[src/rtl/tape_memory_bracket_match_assert.svh]
// assertion macros shared by the tape block
`ifndef TAPE_MEMORY_BRACKET_MATCH_ASSERT_SVH
`define TAPE_MEMORY_BRACKET_MATCH_ASSERT_SVH

// same-cycle implication, checked outside reset
`define TMBM_ASSERT_IMP(label, clk, rst, ante, cons) \
  label: assert property (@(posedge clk) disable iff (rst) (ante) |-> (cons)) \
    else $error("tape_memory_bracket_match: check failed");

// next-cycle implication, checked outside reset
`define TMBM_ASSERT_NEXT(label, clk, rst, ante, cons) \
  label: assert property (@(posedge clk) disable iff (rst) (ante) |=> (cons)) \
    else $error("tape_memory_bracket_match: check failed");

`endif

[src/rtl/tmbm_ram.sv]
module tmbm_ram #(
  parameter int WIDTH = 8,
  parameter int DEPTH = 16
) (
  input  logic                     clk,
  input  logic                     we,
  input  logic [$clog2(DEPTH)-1:0] waddr,
  input  logic [WIDTH-1:0]         wdata,
  input  logic [$clog2(DEPTH)-1:0] raddr,
  output logic [WIDTH-1:0]         rdata
);

  logic [WIDTH-1:0] mem [DEPTH];

  // one write port, one registered read port
  always_ff @(posedge clk) begin
    if (we) begin
      mem[waddr] <= wdata;
    end
    rdata <= mem[raddr];
  end

endmodule

[config.mk]
export PLATFORM = sky130hd
export DESIGN_NAME = tmbm_ram
export DESIGN_NICKNAME = d
export VERILOG_FILES = /design/src/rtl/tape_memory_bracket_match_assert.svh /design/src/rtl/tmbm_ram.sv
export SDC_FILE = /design/constraint.sdc
export NUM_CORES = 1
export LEC_CHECK = 0
export BUFFER_PORTS_ARGS = -buffer_cell sky130_fd_sc_hd__buf_2
export CORE_MARGIN = 2
export CORE_UTILIZATION = 65
export DETAILED_ROUTE_END_ITERATION = 8
export GPL_ROUTABILITY_DRIVEN = 1
export MAX_ROUTING_LAYER = met4
export PLACE_DENSITY = 0.84
export SLEW_MARGIN = 10
export SYNTH_ARGS = -nofsm -noshare
export SYNTH_HDL_FRONTEND = slang
export SYNTH_SLANG_ARGS = --single-unit
[constraint.sdc]
create_clock -name clk -period 3.2 [get_ports clk]
set_clock_uncertainty 0.15 [all_clocks]
set_input_delay 0.64 -clock clk [delete_from_list [all_inputs] [get_ports clk]]
set_output_delay 0.64 -clock clk [all_outputs]
set_load 0.01 [all_outputs]
==> impl_metrics.toml <==
[run_status]
status = "finished clean"

[clock_tree]
tritoncts = "built"
clock_sinks = 136
postCtsSetupBuffers = 0
cts_root_buf = "clkbuf_8"
postCtsResizedCells = 0
htreeDepth = 4
path_clk_slew_ns = 0.06
clkLatencyLatePin_ns = 0.52
cts_hold_buf = 0
clockBufferDepth = 2
cts_buffers = 17

[sta]
tns_ns = 0
drv_slew = 0
timing.final.crit_period_ns = 1.82
final-setup-viol-count = 0
fmax_mhz = 550
slew_headroom_pct = 43.2
min_period_over_period_pct = 56.8
rsz0062_at_grt = "false"
hold_violations = 0
tightest_slew_ns = 0.849

[die]
initial_core_util_pct = 67.0
die_h_um = 93.0
placementRows = 32
die-area_mm2 = 0.00865
num_io_pins = 26
core_area_mm2 = 0.00769
die_x_um = 93.0

[job]
cap_viol_max_count = 0

[place]
portBuffers = 25
place_congestion = 0.766
dp_hpwl_um = 5970
placed_cell_area_mm2 = 0.00543

[global_route]
grt_use_total_pct = 27.4
grt-ovfl-total = 0
grt_max_degree = 33
grt_pass1_wl_um = 15400
antenna_found_initial = 0
grt_pass1_vias = 2598

[logic_synthesis]
avgSynthCellArea_um2 = 22.5
yosysWarnings = 0
synth_nets = 247
synth-seq-area-share_pct = 77.8
synthCells = 229
netlist_area_mm2 = 0.00515
ys_seq_elements = 136
ys_types = 19

[layout]
multiInputGateArea_mm2 = 0.00106
final_cell_mix = "edfxtp_1, buf_2, mux4_2, a22oi_1, clkbuf_16"
antenna_cells = 0
final_cell_area_mm2 = 0.00604
drive_gt1_share_pct = 30.3
area.growth.synth_to_final_pct = 17.4
final_nets = 295
final_common_cell = "edfxtp_1"
fill_cells = 400
regArea_mm2 = 0.00400

[routing]
wl_per_cell_um = 26.8
routed_via_density = 6.59
wirelength_um = 10500
first_pass_iters = 5
ant_nets = 0
vias = 2585
drc = 0
drt_iter0_drc = 398

[power_and_ir_drop]
p_per_area_mw_per_mm2 = 690
cellLeakagePower_nw = 2.06
ir_drop_v = 0.000479

[worst_setup_path]
worst_setup_path_end_kind = "flip-flop"
path_class = "in2reg"
cp-start-kind = "input port"
cp_max_fo = 32
critPathRequiredTime_ns = 3.44
arrival_ns = 2.06

[min_path]
hold_class = "in2reg"
-- synthesized netlist by cell type --
cell | instances | area share (%)
or3b_2 | 1 | 0.17
and2_1 | 1 | 0.12
a22oi_1 | 16 | 2.3
buf_6 | 3 | 0.66
nand2b_1 | 2 | 0.24
nor3_1 | 4 | 0.39
nand2_1 | 9 | 0.66
buf_4 | 1 | 0.15
clkdlybuf4s25_2 | 3 | 0.58
mux4_1 | 14 | 7.1
nor2_1 | 13 | 0.95
nor2b_1 | 1 | 0.12
nand3_1 | 1 | 0.097
nand3b_1 | 2 | 0.29
edfxtp_1 | 128 | 75
and2b_1 | 1 | 0.15
dfxtp_1 | 8 | 3.1
buf_2 | 3 | 0.29
mux4_2 | 18 | 7.9
-- metrics by stage --
step / util [%] / power [mW] / hold WS (ns) / instances / setup WS, ns
after floorplan: - / 2.14 / 0.479 / 229 / 0.917
after detailed placement: 70.7 / 2.22 / 0.513 / 360 / 0.933
after global routing: 78.6 / 4.27 / 0.358 / 392 / 1.33
after global placement: 70.7 / 2.21 / 0.495 / 360 / 0.941
after CTS: 78.6 / 4.18 / 0.339 / 392 / 1.40
final: 78.6 / 4.17 / 0.344 / 392 / 1.38
-- where the power goes --
group / switching (mW) / leakage (nW) / internal, mW / total [mW]
Clock: 0.694 / 0.291 / 1.28 / 1.98
Combinational: 0.109 / 0.550 / 0.0767 / 0.186
Sequential: 0.0130 / 1.22 / 1.99 / 2.01
-- worst paths after layout --
kind,startpoint,end,slack (ns),cells past startpoint
worst max-delay path,raddr[1],rdata[5]$_DFF_P_,1.38,4
worst min register to register,mem[13][0]$_DFFE_PP_,rdata[0]$_DFF_P_,0.54,3
worst min-delay path,wdata[3],mem[1][3]$_DFFE_PP_,0.34,1
worst max register to register,mem[3][5]$_DFFE_PP_,rdata[5]$_DFF_P_,1.59,3
-- registers in the layout, summed over array words and instances (netlist names) --
register	cells
mem	128
rdata	8
-- final cells by class --
| cell class | instances | area share (%) |
|---|---|---|
| sequential | 136 | 66.3 |
| timing repair buffer | 39 | 4.02 |
| multi-input combinational | 83 | 17.5 |
| tap | 102 | 2.11 |
| clock buffer | 20 | 7.21 |
| clock inverter | 12 | 2.90 |
-- per-layer routing --
| metal | global-route usage [%] | part of all wire, % |
|---|---|---|
| met1 | 36.5 | 38 |
| met2 | 41.2 | 50 |
| met3 | 8.22 | 11 |
| met4 | 10.3 | 1.4 |
| met5 | - | 0 |
-- cell families (layout without fill, tap and decap cells) --
kind of cell	count (synthesis)	after routing	synth area share, %
buffers and inverters	10	71	1.68
multiplexers	32	32	15.0
AO/OA/AOI/OAI	16	16	2.33
AND/OR/NAND/NOR	35	35	3.18
flip-flops	136	136	77.8
-- worst max-delay path, stage by stage --
cell and delay (ns):
buf_2 0.56, mux4_1 0.44, a22oi_1 0.28, nand2_1 0.12
Note: power is estimated with default switching activity, not from simulation.
