## src/rtl/tape_memory_bracket_match_assert.svh

```systemverilog
// assertion macros shared by the tape block
`ifndef TAPE_MEMORY_BRACKET_MATCH_ASSERT_SVH
`define TAPE_MEMORY_BRACKET_MATCH_ASSERT_SVH

// same-cycle implication, checked outside reset
`define TMBM_ASSERT_IMP(label, clk, rst, ante, cons) \
  label: assert property (@(posedge clk) disable iff (rst) (ante) |-> (cons)) \
    else $error("tape_memory_bracket_match: check failed");

// next-cycle implication, checked outside reset
`define TMBM_ASSERT_NEXT(label, clk, rst, ante, cons) \
  label: assert property (@(posedge clk) disable iff (rst) (ante) |=> (cons)) \
    else $error("tape_memory_bracket_match: check failed");

`endif

```

## src/rtl/tmbm_addr_map.sv

```systemverilog
module tmbm_addr_map #(
  parameter int TAPE_CELLS = 4096
) (
  input  logic                          clk,
  input  logic                          load,
  input  logic signed [11:0]            pos,
  output logic [$clog2(TAPE_CELLS)-1:0] addr
);

  localparam int AW = $clog2(TAPE_CELLS);
  // reciprocal of the tape size, exact for every 12-bit offset
  localparam int RecipShift = 30;
  localparam longint Recip = (64'd1 << RecipShift) / TAPE_CELLS + 1;
  localparam int RW = $clog2(Recip + 1);
  localparam int PW = 12 + RW;
  localparam logic [11:0] CellsLow = 12'(TAPE_CELLS);

  logic [11:0]   offset;
  logic [11:0]   offset_q;
  logic [PW-1:0] prod;
  logic [11:0]   quot;
  logic [11:0]   rem;

  // position + 2048 is the position with its sign bit flipped
  assign offset = {~pos[11], pos[10:0]};

  // stage one: offset times reciprocal
  always_ff @(posedge clk) begin
    if (load) begin
      offset_q <= offset;
      prod     <= PW'(offset) * PW'(Recip);
    end
  end

  // stage two: quotient back to remainder
  always_comb begin
    quot = 12'(prod >> RecipShift);
    rem  = offset_q - 12'(quot * CellsLow);
  end

  assign addr = AW'(rem);

endmodule

```

## config.mk

```make
export PLATFORM = sky130hd
export DESIGN_NAME = tmbm_addr_map
export DESIGN_NICKNAME = d
export VERILOG_FILES = /design/src/rtl/tape_memory_bracket_match_assert.svh /design/src/rtl/tmbm_addr_map.sv
export SDC_FILE = /design/constraint.sdc
export NUM_CORES = 1
export LEC_CHECK = 0
export BUFFER_PORTS_ARGS = -buffer_cell sky130_fd_sc_hd__clkbuf_2
export CAP_MARGIN = 20
export CORE_AREA = 4 4 41 43
export CTS_CLUSTER_DIAMETER = 200
export DETAILED_ROUTE_END_ITERATION = 7
export DIE_AREA = 0 0 45 47
export PLACE_DENSITY = 0.62
export SKIP_LAST_GASP = 1
export SLEW_MARGIN = 0
export SYNTH_ARGS = -nofsm -noshare
export SYNTH_HDL_FRONTEND = slang
export SYNTH_SLANG_ARGS = --single-unit
```

## constraint.sdc

```tcl
create_clock -name clk -period 0.8 [get_ports clk]
set_input_delay 0.04 -clock clk [delete_from_list [all_inputs] [get_ports clk]]
set_output_delay 0.04 -clock clk [all_outputs]
set_load 0.01 [all_outputs]
```

==> results of run 1 <==
==> repair_timing <==
action	in CTS	in global routing
hold endpoints to repair	12	0
resized for setup	0	1
endpoints found under the setup margin	12	12
hold buffers	12	0
==> synthesized netlist by cell type <==
| master | n |
|---|---|
| edfxtp_1 | 12 |
| inv_1 | 1 |
==> metal layers <==
| metal | vias up | wire (µm) |
|---|---|---|
| met5 | - | 0 |
| met4 | 0 | 0 |
| met3 | 0 | 97 |
| met2 | 18 | 412 |
| met1 | 115 | 265 |
| li1 | 132 | - |
==> how the worst min path moves through the flow <==
stage / slack [ps] / to / start / cells after the start
final: 200 / offset_q[6] / load / 1
after global routing: 210 / offset_q[3] / load / 1
after CTS: 200 / offset_q[6] / load / 1
after detailed placement: 220 / offset_q[7] / pos[7] / 1
after global placement: 220 / offset_q[6] / pos[6] / 1
after floorplan: 140 / offset_q[0] / pos[0] / 0
==> power groups by stage <==
stage | Combinational, mW | Clock, mW | Sequential, mW
floorplan | 0.000785 | 0 | 0.801
global placement | 0.112 | 0 | 0.773
detailed placement | 0.115 | 0 | 0.774
CTS | 0.161 | 0.389 | 0.760
global route | 0.173 | 0.415 | 0.762
finish | 0.160 | 0.372 | 0.758
==> kinds of logic after synthesis <==
logic type,Yosys count
buf+inv,1
flops,12
==> per-stage QoR <==
step                      setup slack [ps]  setup TNS [ps]  utilization  power (mW)
after floorplan                        366               0            -       0.802
after global placement                 177               0        0.390       0.885
after detailed placement               164               0        0.390       0.889
after CTS                            -41.4            -247        0.503        1.31
after global routing                 -63.5            -463        0.503        1.35
final                                -20.6           -79.7        0.503        1.29
==> cell type report <==
| cell class | count | area [µm²] |
|---|---|---|
| Fill cell | 129 | 647 |
| Sequential cell | 12 | 360 |
| Timing Repair Buffer | 37 | 245 |
| Clock buffer | 3 | 22.5 |
| Tap cell | 15 | 18.8 |
| Clock inverter | 1 | 3.75 |
| Inverter | 1 | 3.75 |
==> flow_metrics.py, run 1 <==
metrics = {
    "worst_setup_path": {
        "cp-start-kind": "flip-flop",
        "worstPathRequired_ps": 760,
        "critical_path.max_fanout": 1,
        "end_kind": "primary output",
        "cp_cell_sequence": "clkbuf_2",
        "path_class": "flip-flop to primary output",
        "cp.depth": 1,
        "cp_num_buf_inv": 1,
        "critPathLaunch": "offset_q[0]",
        "slowest_delay_ps": 380,
        "crit_slowest_cell": "edfxtp_1",
        "worst-endpoint-arrival_ps": 780,
        "crit_path_end": "addr[0]",
        "crit_family": "flip-flops",
    },
    "final_layout": {
        "multi_input_area_um2": 0,
        "final_common_cell": "clkbuf_2",
        "fin_nets": 69,
        "drive_above_1_share": 0.519,
        "largestRegisters": "offset_q: 12 flops",
        "regMostFlops": "offset_q",
        "multi_input_cells": 0,
        "mostFrequentLayoutCells": "clkbuf_2 (24), dlygate4sd3_1 (12), edfxtp_1 (12), clkbuf_4 (3)",
        "final_cells": 69,
        "largest_reg_flops": 12,
        "final_area_um2": 654,
        "diodes": 0,
        "syn2layout_area_growth_pct": 79.7,
    },
    "placed_design": {
        "port_buffers": 25,
        "gp_congestion": 0.626,
        "placed_area_um2": 508,
        "placedCellCount": 53,
    },
    "power": {
        "cellLeakagePower_nw": 0.292,
        "power_frac_seq": 0.588,
        "comb_power_share": 0.124,
        "p_int_mw": 1.02,
        "ir_worst_vdd_uv": 1260,
        "powerDensity_nw_per_um2": 1970,
        "switching_share": 0.212,
        "p_sw_mw": 0.273,
        "pwr-share-clk": 0.289,
    },
    "routing": {
        "vias_per_cell": 3.84,
        "drtAntennaViolNets": 0,
        "drt_drc_violations_left": 0,
        "dr.pass1.iters": 2,
        "wl_per_cell_um": 11.2,
        "vias": 265,
        "routed_wirelength_um": 775,
        "drt-initial-drc-count": 7,
    },
    "synth": {
        "yosysTopAreaCell": "edfxtp_1",
        "synth_area_um2": 364,
        "synth.area.top_cells": "edfxtp_1 (99%), inv_1 (1.0%)",
        "synth_top_family_by_area": "buffers and inverters",
        "synth_cells": 13,
        "synth_simple_gate_area_frac": 0,
        "synth_cell_types": 2,
        "ys_ff_latch": 12,
        "yosysWarnings": 0,
        "synth_fa_ha_area_frac": 0,
        "synth_top_area_share": 0.990,
        "synth.area.mux_share": 0,
        "synth.avg_cell_area_um2": 28.0,
        "ys_seq_area_frac": 0.990,
        "synth_compound_area_frac": 0,
        "synthXorXnorAreaFrac": 0,
        "synth_fp_nets": 27,
    },
    "sta": {
        "fin_crit_sh": 1.03,
        "final-setup-viol-count": 7,
        "slew_headroom": 0.808,
        "final_hold_viol_count": 0,
        "post-route-min-period_ps": 821,
        "tightest_slew_ps": 287,
        "slew_viol_final": 0,
        "fmax_ghz": 1.22,
        "rsz0062_at_grt": "yes",
        "whs_ps": 201,
        "fin_ws_ps": -20.6,
    },
    "cts": {
        "cts_tree": "yes",
        "cts_root_buf": "clkbuf_4",
        "clkTransAtPathRegs_ps": 70,
        "post_cts_buffers": 0,
        "cts_max_path_buffers": 2,
        "ctsHtreeMaxLevel": 1,
        "cts_sinks": 12,
        "cts_made_buffers": 3,
    },
    "global_routing": {
        "grt_pass1_wl_mm": 1.17,
        "met3_usage": 0.0460,
        "grt_start_max_net_pins": 13,
        "antenna_found_initial": 0,
        "use_met2": 0.164,
        "gr-total-overflow": 0,
        "grt_use_met1": 0.0747,
        "grt_pass1_vias": 285,
        "grt_use_total": 0.0838,
        "busiest_layer": "met2",
    },
    "die": {
        "die_y_um": 47,
        "core_um2": 1300,
        "ios": 26,
        "die_w_um": 45,
        "start_util": 0.280,
        "rows": 13,
        "die_area_um2": 2120,
    },
    "status": {
        "violations": "setup timing",
        "status": "finished with violations",
    },
    "job": {
        "drv_cap": 0,
    },
    "min_path": {
        "hold_class": "input pin to flip-flop",
    },
}
Power figures use the tool's default switching activity.
==> inputs of run 2 (changes only) <==
--- a/config.mk
+++ b/config.mk
@@ -5,13 +5,13 @@
 export SDC_FILE = /design/constraint.sdc
 export NUM_CORES = 1
 export LEC_CHECK = 0
-export BUFFER_PORTS_ARGS = -buffer_cell sky130_fd_sc_hd__clkbuf_2
 export CAP_MARGIN = 20
 export CORE_AREA = 4 4 41 43
 export CTS_CLUSTER_DIAMETER = 200
 export DETAILED_ROUTE_END_ITERATION = 7
 export DIE_AREA = 0 0 45 47
-export PLACE_DENSITY = 0.62
+export DONT_BUFFER_PORTS = 1
+export PLACE_DENSITY = 0.46
 export SKIP_LAST_GASP = 1
 export SLEW_MARGIN = 0
 export SYNTH_ARGS = -nofsm -noshare
==> run 2 against run 1 <==
The flow finishes with violations (hold timing). Maximum frequency up 12%. Worst setup slack better by 91 ps. Critical path depth down 1. Worst hold slack worse by 320 ps. Clock power down 9.9%. Sequential cell count unchanged. Critical path type unchanged. Largest cell class unchanged.
==> flow_metrics.py, run 2 (synthesis results as in run 1) <==
metrics = {
    "status": {
        "status": "finished with violations",
        "violations": "hold timing",
    },
    "cts": {
        "cts_max_path_buffers": 2,
        "cts_made_buffers": 3,
        "hold_buffers": 12,
        "clkTransAtPathRegs_ps": 60,
        "ctsHtreeMaxLevel": 1,
        "cts_tree": "yes",
        "ctsResizeCount": 0,
        "cts_root_buf": "clkbuf_4",
        "cts_sinks": 12,
        "post_cts_buffers": 0,
    },
    "sta": {
        "slew_headroom": 0.909,
        "fmax_ghz": 1.37,
        "post-route-min-period_ps": 730,
        "slew_viol_final": 0,
        "whs_ps": -114,
        "rsz0062_at_grt": "no",
        "fin_crit_sh": 0.912,
        "final_hold_viol_count": 12,
        "tns_ps": 0,
        "final-setup-viol-count": 0,
        "tightest_slew_ps": 137,
    },
    "final_layout": {
        "multi_input_cells": 0,
        "regMostFlops": "offset_q",
        "largest_reg_flops": 12,
        "mostFrequentLayoutCells": "dlygate4sd3_1 (12), edfxtp_1 (12), clkbuf_4 (3), inv_1 (1)",
        "largestRegisters": "offset_q: 12 flops",
        "syn2layout_area_growth_pct": 44.3,
        "drive_above_1_share": 0.107,
        "post-route-util": 0.404,
        "final_area_um2": 526,
        "fillers": 125,
        "multi_input_area_um2": 0,
        "fin_nets": 44,
        "final_cells": 43,
        "diodes": 0,
    },
    "die": {
        "die_area_um2": 2120,
        "start_util": 0.280,
        "die_w_um": 45,
        "core_um2": 1300,
        "die_y_um": 47,
        "ios": 26,
        "rows": 13,
    },
    "global_routing": {
        "grt_start_max_net_pins": 13,
        "gr-total-overflow": 0,
        "antenna_found_initial": 0,
        "grt_use_total": 0.0563,
        "grt_pass1_wl_um": 738,
        "grt_pass1_vias": 177,
    },
    "worst_setup_path": {
        "worst-endpoint-arrival_ps": 690,
        "worstPathRequired_ps": 760,
        "path_class": "flip-flop to primary output",
        "critical_path.max_fanout": 1,
        "end_kind": "primary output",
        "cp-start-kind": "flip-flop",
    },
    "placed_design": {
        "placedCellCount": 28,
        "placed_area_um2": 383,
        "port_buffers": 0,
        "gp_congestion": 0.497,
    },
    "job": {
        "drv_cap": 0,
    },
    "routing": {
        "routed_wirelength_um": 601,
        "drt_drc_violations_left": 0,
        "drtAntennaViolNets": 0,
        "wl_per_cell_um": 14.0,
        "vias_per_cell": 4.26,
        "drt-initial-drc-count": 0,
        "vias": 183,
        "dr.pass1.iters": 1,
    },
    "power": {
        "ir_worst_vdd_uv": 1310,
        "cellLeakagePower_nw": 0.187,
        "power.total_mw": 1.18,
        "powerDensity_nw_per_um2": 2240,
    },
    "min_path": {
        "hold_class": "input pin to flip-flop",
    },
}
## run 2: per-layer routing
metal	vias to the layer above	track usage	routed length [µm]
met5	-	0	0
met4	0	0	0
met3	0	0.0805	92
met2	17	0.102	330
met1	86	0.0312	178
li1	80	-	-
## run 2: worst paths after layout
path	start	end	cells after the start
worst max-delay path	offset_q[9]	addr[9]	0
worst min-delay path	load	offset_q[9]	0
## run 2: report_power, final
| group | total, mW | internal (mW) | switching, mW |
|---|---|---|---|
| sequential | 0.795 | 0.751 | 0.0435 |
| clock | 0.335 | 0.173 | 0.162 |
| combinational | 0.0466 | 0.0390 | 0.00763 |
| total | 1.18 | 0.963 | 0.213 |
## run 2: stage by stage
| step | hold slack, ps | setup slack [ps] |
|---|---|---|
| floorplan | 139 | 366 |
| global placement | 139 | 348 |
| detailed placement | 139 | 345 |
| CTS | -127 | 51.1 |
| global route | -140 | 27.6 |
| finish | -114 | 70.0 |
## run 2: area by class of cell
type	count	area, µm²	share of cell area
clock buffer	3	22.5	0.0429
inverter	1	3.75	0.00714
sequential	12	360	0.686
tap	15	18.8	0.0357
timing repair buffer	12	120	0.229
==> inputs of run 3 (changes only) <==
--- a/config.mk
+++ b/config.mk
@@ -6,12 +6,14 @@
 export NUM_CORES = 1
 export LEC_CHECK = 0
 export CAP_MARGIN = 20
+export CELL_PAD_IN_SITES_DETAIL_PLACEMENT = 1
+export CELL_PAD_IN_SITES_GLOBAL_PLACEMENT = 1
 export CORE_AREA = 4 4 41 43
 export CTS_CLUSTER_DIAMETER = 200
 export DETAILED_ROUTE_END_ITERATION = 7
 export DIE_AREA = 0 0 45 47
 export DONT_BUFFER_PORTS = 1
-export PLACE_DENSITY = 0.46
+export PLACE_DENSITY = 0.54
 export SKIP_LAST_GASP = 1
 export SLEW_MARGIN = 0
 export SYNTH_ARGS = -nofsm -noshare
==> run 3 against run 2 <==
The run still ends with hold timing left. Worst hold slack gained 7.0 ps. Clock power shrank 2%. Total power shrank 0.38%. Sequential cell count stayed put. Critical path depth did not move. Critical path type unchanged. Clock-buffer cell count did not move. Routed wire length is 2.2% higher. Worst setup slack gained 3.3 ps. First-iteration DRC count unchanged. Via count decreased by 5.5%. Sequential share of layout area is the same.
==> flow_metrics.py, run 3 (synthesis results as in run 1) <==
metrics = {
    "status": {
        "status": "finished with violations",
        "violations": "hold timing",
    },
    "worst_setup_path": {
        "end_kind": "primary output",
        "worst-endpoint-arrival_ps": 690,
        "path_class": "flip-flop to primary output",
        "cp-start-kind": "flip-flop",
        "worstPathRequired_ps": 760,
        "critical_path.max_fanout": 1,
    },
    "sta": {
        "tns_ps": 0,
        "post-route-min-period_ps": 727,
        "slew_viol_final": 0,
        "slew_headroom": 0.910,
        "whs_ps": -107,
        "fin_crit_sh": 0.908,
        "rsz0062_at_grt": "no",
        "fmax_ghz": 1.38,
        "final_hold_viol_count": 12,
        "tightest_slew_ps": 135,
        "final-setup-viol-count": 0,
    },
    "job": {
        "drv_cap": 0,
    },
    "cts": {
        "cts_max_path_buffers": 2,
        "cts_root_buf": "clkbuf_4",
        "hold_buffers": 12,
        "clkTransAtPathRegs_ps": 60,
        "ctsHtreeMaxLevel": 1,
        "post_cts_buffers": 0,
        "cts_tree": "yes",
        "cts_sinks": 12,
        "cts_made_buffers": 3,
        "ctsResizeCount": 0,
    },
    "placed_design": {
        "gp_congestion": 0.543,
        "port_buffers": 0,
        "placed_area_um2": 383,
        "placedCellCount": 28,
    },
    "power": {
        "cellLeakagePower_nw": 0.187,
        "power.total_mw": 1.17,
        "ir_worst_vdd_uv": 1000,
        "powerDensity_nw_per_um2": 2230,
    },
    "final_layout": {
        "final_area_um2": 526,
        "multi_input_area_um2": 0,
        "multi_input_cells": 0,
        "syn2layout_area_growth_pct": 44.3,
        "drive_above_1_share": 0.107,
        "final_cells": 43,
        "post-route-util": 0.404,
        "largestRegisters": "offset_q: 12 flops",
        "fillers": 136,
        "seqCellArea_um2": 360,
        "diodes": 0,
        "largest_reg_flops": 12,
        "fin_nets": 44,
        "regMostFlops": "offset_q",
        "mostFrequentLayoutCells": "dlygate4sd3_1 (12), edfxtp_1 (12), clkbuf_4 (3), inv_1 (1)",
    },
    "routing": {
        "vias": 173,
        "drt_drc_violations_left": 0,
        "drt-initial-drc-count": 0,
        "drtAntennaViolNets": 0,
        "routed_wirelength_um": 614,
        "dr.pass1.iters": 1,
        "wl_per_cell_um": 14.3,
        "vias_per_cell": 4.02,
    },
    "global_routing": {
        "gr-total-overflow": 0,
        "grt_pass1_wl_um": 772,
        "grt_pass1_vias": 171,
        "grt_start_max_net_pins": 13,
        "antenna_found_initial": 0,
        "grt_use_total": 0.0565,
    },
    "die": {
        "core_um2": 1300,
        "rows": 13,
        "ios": 26,
        "die_area_um2": 2120,
        "start_util": 0.280,
        "die_y_um": 47,
        "die_w_um": 45,
    },
    "min_path": {
        "hp-start": "load",
        "holdPathEnd": "offset_q[4]",
        "hold_class": "input pin to flip-flop",
        "min_path_cells": 0,
    },
}
[run 3: cell counts in the layout (fill, tap and decap cells not counted)]
No cell type changed its count.
[run 3: how the worst max path moves through the flow]
| stage | slack, ps | startpoint | endpoint | cells past startpoint |
|---|---|---|---|---|
| floorplan | 370 | offset_q[0] | addr[0] | 0 |
| global placement | 350 | offset_q[7] | addr[7] | 0 |
| detailed placement | 340 | offset_q[4] | addr[4] | 0 |
| CTS | 60 | offset_q[4] | addr[4] | 0 |
| global route | 40 | offset_q[8] | addr[8] | 0 |
| finish | 70 | offset_q[4] | addr[4] | 0 |
[run 3: where the power goes]
group          total, mW  internal, mW  switching (mW)
Clock              0.329         0.173           0.156
Sequential         0.796         0.751          0.0445
Combinational     0.0469        0.0390         0.00787
Total               1.17         0.963           0.209
[run 3: metal layers]
layer | vias to the layer above | track usage | routed length [µm]
met1 | 79 | 0.0387 | 171
met4 | 0 | 0.0526 | 0
li1 | 81 | - | -
met3 | 0 | 0.0421 | 87
met5 | - | 0 | 0
met2 | 13 | 0.0960 | 355
[run 3: stage by stage]
stage	setup WS, ps	hold slack [ps]
finish	73.3	-107
global route	41.6	-126
CTS	58.5	-115
detailed placement	343	139
global placement	347	139
floorplan	366	139
[run 3: cell type report]
| class | count | share of cell area |
|---|---|---|
| Sequential cell | 12 | 0.686 |
| Timing Repair Buffer | 12 | 0.229 |
| Clock buffer | 3 | 0.0429 |
| Tap cell | 15 | 0.0357 |
| Inverter | 1 | 0.00714 |
