## src/rtl/tape_memory_bracket_match_assert.svh

```systemverilog
// assertion macros shared by the tape block
`ifndef TAPE_MEMORY_BRACKET_MATCH_ASSERT_SVH
`define TAPE_MEMORY_BRACKET_MATCH_ASSERT_SVH

// same-cycle implication, checked outside reset
`define TMBM_ASSERT_IMP(label, clk, rst, ante, cons) \
  label: assert property (@(posedge clk) disable iff (rst) (ante) |-> (cons)) \
    else $error("tape_memory_bracket_match: check failed");

// next-cycle implication, checked outside reset
`define TMBM_ASSERT_NEXT(label, clk, rst, ante, cons) \
  label: assert property (@(posedge clk) disable iff (rst) (ante) |=> (cons)) \
    else $error("tape_memory_bracket_match: check failed");

`endif

```

## src/rtl/tmbm_pkg.sv

```systemverilog
package tmbm_pkg;

  // request codes
  localparam logic [2:0] REQ_GET   = 3'd0;
  localparam logic [2:0] REQ_SET   = 3'd1;
  localparam logic [2:0] REQ_INC   = 3'd2;
  localparam logic [2:0] REQ_DEC   = 3'd3;
  localparam logic [2:0] REQ_MATCH = 3'd4;

  // result status codes
  localparam logic [1:0] STATUS_OK          = 2'd0;
  localparam logic [1:0] STATUS_UNMATCHED   = 2'd1;
  localparam logic [1:0] STATUS_NOT_BRACKET = 2'd2;

  // bracket characters
  localparam logic [7:0] OPEN_BRACKET  = 8'h5B;
  localparam logic [7:0] CLOSE_BRACKET = 8'h5D;

  // extent bounds, lo inclusive, hi exclusive
  typedef struct packed {
    logic signed [12:0] lo;
    logic signed [12:0] hi;
  } ext_bounds_t;

endpackage

```

## src/rtl/tmbm_extent.sv

```systemverilog
module tmbm_extent
  import tmbm_pkg::*;
(
  input  logic               clk,
  input  logic               rst,
  input  logic signed [11:0] pos,
  input  logic               widen,
  output ext_bounds_t        bounds,
  output logic               in_ext
);

  logic signed [11:0] extent_low;
  logic        [12:0] extent_end;
  logic signed [11:0] extent_low_next;
  logic        [12:0] extent_end_next;
  logic signed [12:0] pos_w;
  logic signed [12:0] pos_p1;
  logic signed [12:0] lo_n;
  logic signed [12:0] hi_n;

  // current bounds and membership of the addressed cell
  always_comb begin
    pos_w     = 13'(pos);
    pos_p1    = pos_w + 13'sd1;
    bounds.lo = 13'(extent_low);
    bounds.hi = bounds.lo + signed'(extent_end);
    in_ext    = (pos_w >= bounds.lo) && (pos_w < bounds.hi);
  end

  // widened bounds covering the addressed cell
  always_comb begin
    lo_n = (pos_w < bounds.lo) ? pos_w : bounds.lo;
    hi_n = (pos_p1 > bounds.hi) ? pos_p1 : bounds.hi;
    extent_low_next = lo_n[11:0];
    extent_end_next = unsigned'(hi_n - lo_n);
  end

  always_ff @(posedge clk) begin
    if (rst) begin
      extent_low <= 12'sd0;
      extent_end <= 13'd0;
    end else if (widen) begin
      extent_low <= extent_low_next;
      extent_end <= extent_end_next;
    end
  end

endmodule

```

## config.mk

```make
export PLATFORM = sky130hd
export DESIGN_NAME = tmbm_extent
export DESIGN_NICKNAME = d
export VERILOG_FILES = /design/src/rtl/tape_memory_bracket_match_assert.svh /design/src/rtl/tmbm_pkg.sv /design/src/rtl/tmbm_extent.sv
export SDC_FILE = /design/constraint.sdc
export NUM_CORES = 1
export LEC_CHECK = 0
export ABC_AREA = 1
export BUFFER_PORTS_ARGS = -buffer_cell sky130_fd_sc_hd__clkbuf_2
export CAP_MARGIN = 20
export CORE_MARGIN = 8
export CORE_UTILIZATION = 55
export DETAILED_ROUTE_END_ITERATION = 8
export HOLD_SLACK_MARGIN = 0.08
export PLACE_DENSITY = 0.74
export SETUP_SLACK_MARGIN = 0.2
export SYNTH_ARGS = -nofsm -noshare
export SYNTH_HDL_FRONTEND = slang
export SYNTH_SLANG_ARGS = --single-unit
```

## constraint.sdc

```tcl
create_clock -name clk -period 6.7 [get_ports clk]
set_clock_uncertainty 0.15 [all_clocks]
set_input_delay 1.34 -clock clk [delete_from_list [all_inputs] [get_ports clk]]
set_output_delay 1.34 -clock clk [all_outputs]
set_load 0.005 [all_outputs]
```

==> flow_metrics.tcl, run 1 <==
set metrics [dict create \
    netlist_area_mm2 0.00366 \
    cap_violations 0 \
    syn_inst 590 \
    synthArstFlopShare 0 \
    slew_headroom 0.542 \
    period_needed_ns 5.87 \
    ctsHoldBuffers 0 \
    powerDensity_mw_per_mm2 555 \
    viasPerCell 5.39 \
    peakVddDrop_mv 0.252 \
    synth_seq_area_share 0.137 \
    rows 29 \
    hold_viol_final 0 \
    grt_setup_unrepaired "no" \
    synth.largest_area_cell "ha_1" \
    die_y_um 97.6 \
    routedWlPerCell_um 14.3 \
    final_cell_count_no_fill 701 \
    synth_area_per_cell_um2 6.21 \
    finalSetupTns_ns 0 \
    p_leak_uw 0.00231 \
    antenna-diode-count 0 \
    io_buffers 41 \
    grtUsageTotal 0.204 \
    period_share 0.876 \
    dieArea_mm2 0.00952 \
    grt_antenna_before_repair 1 \
    ys_warn_count 0 \
    cts_buffers 3 \
    cts_tree "done" \
    clk_path_buf_depth 2 \
    grt_start_max_net_pins 30 \
    pre_cts_slack_ns 0.602 \
    cp-end-kind "register" \
    path_common_cell "nand2_1" \
    worst_pin_slew_ns 0.686 \
    fin_total_pwr_uw 2190 \
    crit_slowest_cell "ha_1" \
    drc 0 \
    clk_pin_slew_worst_paths_ns 0.09 \
    critPathLaunchType "input port" \
    ys_ff_latch 25 \
    vias 3776 \
    post-synth-top-count-cell "nand2_1" \
    setup_viol 0 \
    synth_top_area_share 0.195 \
    post_cts_resized 0 \
    synth_common_cells "nand2_1 (146), inv_1 (112), ha_1 (57)" \
    final_area_mm2 0.00395 \
    synth_fp_nets 664 \
    clock_tree.root_cell "clkbuf_8" \
    grt.met3_usage 0.0284 \
    layout_setup_ws_ns 0.829 \
    insertion_delay_ns 0.28 \
    synth.distinct_cells 40 \
    path_class "input port to register" \
    hold_class "register to register" \
    final_antenna_net_count 0 \
    grt_overflow 0 \
    hpwl_um 8370 \
    drive_gt1_frac 0.120 \
    critical-path-max-stage-delay_ns 0.39 \
    cts_sinks 25 \
    die_width_um 97.6 \
    ios 42 \
    area_delta_synth_final_pct 8.00 \
    met1_usage 0.279 \
    use_met2 0.329 \
    arrival_ns 5.94 \
    path_max_fanout 18 \
    crit_required_ns 6.77 \
    synth_area_leaders "ha_1 (19%), nand2_1 (15%), dfxtp_1 (14%)" \
    dp.cells 697 \
    max_freq_mhz 170 \
    post_cts_buffers 0 \
    drtIter0Drc 257 \
    grt_pass1_wl_um 16300 \
    synth_edf_count 0 \
    drt-total-wl_um 10000 \
    initial_core_util 0.573 \
    placedInstanceArea_mm2 0.00391 \
    drtPass1Iterations 5 \
    fp.coreArea_mm2 0.00639 \
    status "finished clean" \
    busiest_layer "met2" \
    slew_violations 0 \
    layout.nets 699 \
    gp_congestion 0.960 \
    htree_levels 1 \
    grt_pass1_vias 3457 \
    ys.flop_type "dfxtp_1" \
]
-- registers in the layout, indices dropped and copies added, names as in the netlist --
signal and cells:
extent_end 13, extent_low 12
-- routing by layer --
metal  vias to the layer above  part of all wire  wire [um]
met3                         9             0.077        768
met4                         2            0.0089         89
met2                       106              0.44       4420
met5                         -            0.0013         13
met1                      1709              0.47       4720
li1                       1950                 -          -
-- cells by family after synthesis --
logic type               count (synthesis)  share of synthesized area
AND/OR/NAND/NOR                        255                      0.301
XOR/XNOR                                26                     0.0622
AO/OA/AOI/OAI                           98                      0.158
buffers and inverters                  127                      0.136
flip-flops                              25                      0.137
adder cells (fa/ha/maj)                 59                      0.206
-- layout make-up --
type / count / area, um2
multi-input cells: 438 / 2660
fillers: 650 / 2430
well taps: 77 / 96.3
clock buffers: 4 / 45.0
inverters: 114 / 428
flip-flops and latches: 25 / 500
repair buffers: 43 / 220
-- path summary, 6_finish.rpt --
check	cells after the start	to	start	slack, ns
setup / recovery	35	extent_end[11]	pos[0]	0.83
hold / removal	2	extent_end[0]	extent_end[0]	0.36
setup reg to reg	40	extent_end[11]	extent_low[0]	0.88
hold reg to reg	2	extent_end[0]	extent_end[0]	0.36
-- worst max-delay path, delay by kind of cell --
family                     cells  cell delay, ns
AOI/OAI and AO/OA              6            0.95
xor gates and xnor gates       1            0.21
adders and majority gates      2            0.66
buffers and inverters          9            0.85
and+or+nand+nor               17            1.93
-- through the flow --
stage / util / hold WS, ns
CTS: 0.619 / 0.359
finish: 0.619 / 0.360
global placement: 0.612 / 0.322
floorplan: - / 0.310
global route: 0.619 / 0.408
detailed placement: 0.612 / 0.348
-- where the power goes --
group | internal [uW] | switching (uW) | total [uW]
Clock | 42.7 | 50.1 | 92.8
Combinational | 707 | 1180 | 1880
Sequential | 191 | 25.8 | 217
-- placed cells by master (no fill, tap or decap), types with 4 or more instances in the layout --
| master | n |
|---|---|
| nor2_1 | 51 |
| nand2_2 | 4 |
| nand4_1 | 9 |
| a21oi_1 | 37 |
| dfxtp_1 | 25 |
| nor2_2 | 6 |
| xor2_1 | 17 |
| nand2_1 | 146 |
| clkbuf_2 | 41 |
| a21o_1 | 4 |
| nand3_1 | 27 |
| inv_1 | 112 |
| ha_1 | 57 |
| o21ai_0 | 28 |
| xnor2_1 | 9 |
| a21oi_2 | 9 |
Power figures use the tool's default switching activity.
==> run 2: changes to the inputs <==
--- a/config.mk
+++ b/config.mk
@@ -8,9 +8,9 @@
 export ABC_AREA = 1
 export BUFFER_PORTS_ARGS = -buffer_cell sky130_fd_sc_hd__clkbuf_2
 export CAP_MARGIN = 20
-export CORE_MARGIN = 8
 export CORE_UTILIZATION = 55
 export DETAILED_ROUTE_END_ITERATION = 8
+export GPL_ROUTABILITY_DRIVEN = 0
 export HOLD_SLACK_MARGIN = 0.08
 export PLACE_DENSITY = 0.74
 export SETUP_SLACK_MARGIN = 0.2
==> run 2 against run 1 <==
Compared with the run above:
- sequential cell count unchanged
- total power up 0.78%
- clock power about the same
- utilization up 0.24 points
- cell count unchanged
- setup slack worse by 0.045 ns
- maximum frequency down 0.75%
- largest cell class unchanged
- highest routed layer is now met4
==> flow_metrics.tcl, run 2 (synthesized netlist as in run 1, its figures left out) <==
set metrics [dict create \
    cp-end-kind "register" \
    area_delta_synth_final_pct 8.41 \
    p_leak_uw 0.00233 \
    reg_top3 "extent_end (13), extent_low (12)" \
    layout.nets 699 \
    period_needed_ns 5.92 \
    drtIter0Drc 237 \
    status "finished clean" \
    fp.coreArea_mm2 0.00639 \
    rows 29 \
    arrival_ns 5.99 \
    cts_sinks 25 \
    vias 3851 \
    top_layer_used "met4" \
    grtUsageTotal 0.279 \
    final_cell_mix "nand2_1 (146), inv_1 (112), ha_1 (57)" \
    antenna-diode-count 0 \
    clock_tree.root_cell "clkbuf_8" \
    r2r_start "extent_low[0]" \
    pwr-share-clk 0.042 \
    grt_setup_unrepaired "no" \
    grt_pass1_vias 3516 \
    drt-total-wl_um 9780 \
    grt_start_max_net_pins 30 \
    grt_pass1_wl_um 15900 \
    drtPass1Iterations 5 \
    final_antenna_net_count 0 \
    cap_violations 0 \
    htree_levels 1 \
    initial_core_util 0.573 \
    grt_overflow 0 \
    viasPerCell 5.49 \
    grt_antenna_before_repair 0 \
    cts_tree "done" \
    insertion_delay_ns 0.28 \
    ios 42 \
    final_common_cell "nand2_1" \
    largest_register_ffs 13 \
    holdWs_ns 0.343 \
    critical-path-max-stage-delay_ns 0.39 \
    powerDensity_mw_per_mm2 557 \
    setup_viol 0 \
    clk_path_buf_depth 2 \
    peakVddDrop_mv 0.268 \
    dieArea_mm2 0.00699 \
    path_class "input port to register" \
    comb_power_share 0.860 \
    max_freq_mhz 169 \
    hold_viol_final 0 \
    cts_buffers 3 \
    routedWlPerCell_um 13.9 \
    period_share 0.883 \
    drc 0 \
    wl_met1_um 4620 \
    hpwl_um 8020 \
    wl_met3_um 650 \
    drive_gt1_frac 0.123 \
    die_y_um 83.6 \
    crit_required_ns 6.78 \
    slew_violations 0 \
    p_int_uw 938 \
    swShare 0.576 \
    met2_length_um 4360 \
    regMostFlops "extent_end" \
    worst_pin_slew_ns 0.706 \
    critPathLaunchType "input port" \
    clk_pin_slew_worst_paths_ns 0.09 \
    path_max_fanout 13 \
    io_buffers 41 \
    hold_start "extent_end[0]" \
    finalSetupTns_ns 0 \
    slew_headroom 0.528 \
    power_frac_seq 0.098 \
    hold_class "register to register" \
    power.switching_uw 1270 \
    crit_slowest_cell "fa_1" \
    crit_start "pos[0]" \
    die_width_um 83.6 \
]
==> run 2: cell types whose count changed in the layout (fill, tap and decap cells not counted) <==
cell	change
buf_4	-1
nor3_2	+1
nor3_1	-1
xnor2_1	-1
xnor2_2	+1
nand3_2	+1
==> run 2: per-layer routing <==
metal	GRT usage	up-vias
met3	0.0218	13
met4	0.0693	0
li1	-	1942
met2	0.456	131
met5	0	-
met1	0.397	1765
==> run 2: worst max-delay path: cells and delay by family <==
kind / cells / cell delay [ns]
AOI/OAI and AO/OA: 5 / 0.86
xor gates and xnor gates: 1 / 0.19
adders and majority gates: 3 / 0.81
buffers and inverters: 10 / 0.72
and+or+nand+nor: 18 / 2.05
==> run 2: repair_timing <==
item	4_1_cts	5_1_grt
endpoints found under the setup margin	0	1
setup buffers	0	1
resized for setup	0	2
hold buffers	0	0
hold endpoints to repair	0	0
==> run 2: final cells by class <==
cell class / count / area [um2]
Clock buffer: 4 / 45.0
Fill cell: 626 / 2420
Inverter: 114 / 428
Multi-Input combinational cell: 439 / 2690
Sequential cell: 25 / 500
Tap cell: 77 / 96.3
Timing Repair Buffer: 42 / 213
==> run 2: stage by stage <==
stage          setup WS [ns]  area (um2)  power (uW)  instances   util
2_1_floorplan           1.20        3660        1640        590      -
3_3_place_gp           0.622        3890        2010        695  0.610
3_5_place_dp           0.409        3890        2050        695  0.610
5_1_grt                0.226        3970        2460        701  0.621
6_report               0.784        3970        2210        701  0.621
4_1_cts                0.685        3940        2160        699  0.617
==> run 2: worst paths after layout <==
check / cells past startpoint / endpoint / slack, ns
setup / recovery: 37 / extent_end[12] / 0.78
hold / removal: 2 / extent_end[0] / 0.34
setup reg to reg: 43 / extent_end[12] / 0.88
hold reg to reg: 2 / extent_end[0] / 0.34
==> run 2: power groups by stage <==
stage	Combinational, uW	Clock, uW	Sequential, uW
6_report	1900	92.9	217
2_1_floorplan	1430	0	215
3_5_place_dp	1830	0	221
5_1_grt	2140	101	222
4_1_cts	1840	96.4	217
3_3_place_gp	1790	0	220
==> run 3: changes to the inputs <==
--- a/config.mk
+++ b/config.mk
@@ -13,6 +13,7 @@
 export GPL_ROUTABILITY_DRIVEN = 0
 export HOLD_SLACK_MARGIN = 0.08
 export PLACE_DENSITY = 0.74
+export RECOVER_POWER = 100
 export SETUP_SLACK_MARGIN = 0.2
 export SYNTH_ARGS = -nofsm -noshare
 export SYNTH_HDL_FRONTEND = slang
==> run 3 against run 2 <==
Compared with the run above:
- critical path depth grew 6
- largest cell class unchanged
- setup slack got worse by 0.020 ns
- maximum frequency shrank 0.34%
- via count increased by 0.29%
- cell area is 0.98% lower
- largest power group unchanged
- die area unchanged
- non-clock buffer count unchanged
- clock-buffer cell count unchanged
==> flow_metrics.tcl, run 3 (synthesized netlist as in run 1, its figures left out) <==
set metrics [dict create \
    slew_headroom 0.514 \
    status "finished clean" \
    largest_register_ffs 13 \
    viasPerCell 5.51 \
    grt_pass1_vias 3516 \
    p_leak_uw 0.00229 \
    met1_usage 0.397 \
    grt.met3_usage 0.0218 \
    clock_tree.root_cell "clkbuf_8" \
    path_class "register to register" \
    layout.nets 699 \
    crit_required_ns 6.78 \
    fp.coreArea_mm2 0.00639 \
    dieArea_mm2 0.00699 \
    cap_violations 0 \
    insertion_delay_ns 0.28 \
    cts_buffers 3 \
    htree_levels 1 \
    cts_tree "done" \
    grt_setup_unrepaired "no" \
    path_common_cell "nand2_1" \
    drc 0 \
    drive_gt1_frac 0.101 \
    cp-end-kind "register" \
    final_common_cell "nand2_1" \
    io_buffers 41 \
    max_freq_mhz 168 \
    clk_pin_slew_worst_paths_ns 0.09 \
    die_width_um 83.6 \
    initial_core_util 0.573 \
    fillCellCount 635 \
    reg_top3 "extent_end (13), extent_low (12)" \
    powerDensity_mw_per_mm2 557 \
    crit_slowest_cell "dfxtp_1" \
    grtUsageTotal 0.279 \
    routedWlPerCell_um 14.0 \
    final_antenna_net_count 0 \
    clk_path_buf_depth 2 \
    period_needed_ns 5.94 \
    drtIter0Drc 276 \
    drtPass1Iterations 4 \
    setup_viol 0 \
    cts_sinks 25 \
    hold_viol_final 0 \
    regMostFlops "extent_end" \
    ios 42 \
    grt_antenna_before_repair 0 \
    period_share 0.886 \
    hold_class "register to register" \
    critPathLaunchType "register" \
    critical-path-max-stage-delay_ns 0.43 \
    dp.cells 695 \
    area_delta_synth_final_pct 7.35 \
    slew_violations 0 \
    use_met2 0.456 \
    worst_pin_slew_ns 0.727 \
    antenna-diode-count 0 \
    arrival_ns 6.01 \
    final_cell_count_no_fill 701 \
    vias 3862 \
    grt_overflow 0 \
    die_y_um 83.6 \
    path_max_fanout 13 \
    busiest_layer "met2" \
    rows 29 \
    grt_pass1_wl_um 15900 \
    holdWs_ns 0.346 \
    grt_start_max_net_pins 30 \
    hpwl_um 8020 \
    finalSetupTns_ns 0 \
    peakVddDrop_mv 0.265 \
    drt-total-wl_um 9800 \
    final_cell_mix "nand2_1 (147), inv_1 (113), ha_1 (57)" \
]
==> run 3: final timing paths <==
check	from	to	slack, ns	cells after the start
worst max-delay path	extent_low[0]	extent_end[12]	0.76	43
worst min-delay path	extent_end[0]	extent_end[0]	0.35	2
worst max register to register	extent_low[0]	extent_end[12]	0.76	43
worst min register to register	extent_end[0]	extent_end[0]	0.35	2
==> run 3: cell type report <==
type | count | area, um2 | area share
Sequential cell | 25 | 500 | 0.127
Timing Repair Buffer | 42 | 201 | 0.0513
Multi-Input combinational cell | 439 | 2660 | 0.677
Tap cell | 77 | 96.3 | 0.0245
Clock buffer | 4 | 45.0 | 0.0115
Inverter | 114 | 428 | 0.109
==> run 3: layer usage <==
metal	up-vias	share of wire
li1	1944	-
met1	1771	0.48
met2	134	0.45
met3	13	0.062
met4	0	0.015
met5	-	0
==> run 3: through the flow <==
| stage | util | cell area, um2 | power (uW) | setup slack, ns |
|---|---|---|---|---|
| after floorplan | - | 3660 | 1640 | 1.20 |
| after global placement | 0.610 | 3890 | 2010 | 0.622 |
| after detailed placement | 0.610 | 3890 | 2050 | 0.409 |
| after CTS | 0.617 | 3940 | 2160 | 0.685 |
| after global routing | 0.615 | 3930 | 2430 | 0.117 |
| final | 0.615 | 3930 | 2190 | 0.764 |
==> run 3: worst max-delay path, delay by kind of cell, from the launching register on <==
| family | cells | cell delay (ns) |
|---|---|---|
| compound gates | 5 | 0.92 |
| buf+inv | 10 | 0.81 |
| simple gates | 22 | 1.84 |
| fa+ha+maj | 5 | 1.55 |
| xor+xnor | 1 | 0.18 |
| flops | 1 | 0.43 |
==> run 3: power breakdown <==
group	total, uW	internal, uW	switching [uW]
combinational	1880	691	1190
sequential	218	191	26.2
clock	92.6	42.7	49.9
total	2190	925	1260
==> run 3: repair_timing <==
item	in CTS	in global routing
gates resized for setup	0	2
endpoints found under the setup margin	0	1
hold buffers	0	0
buffers inserted	0	1
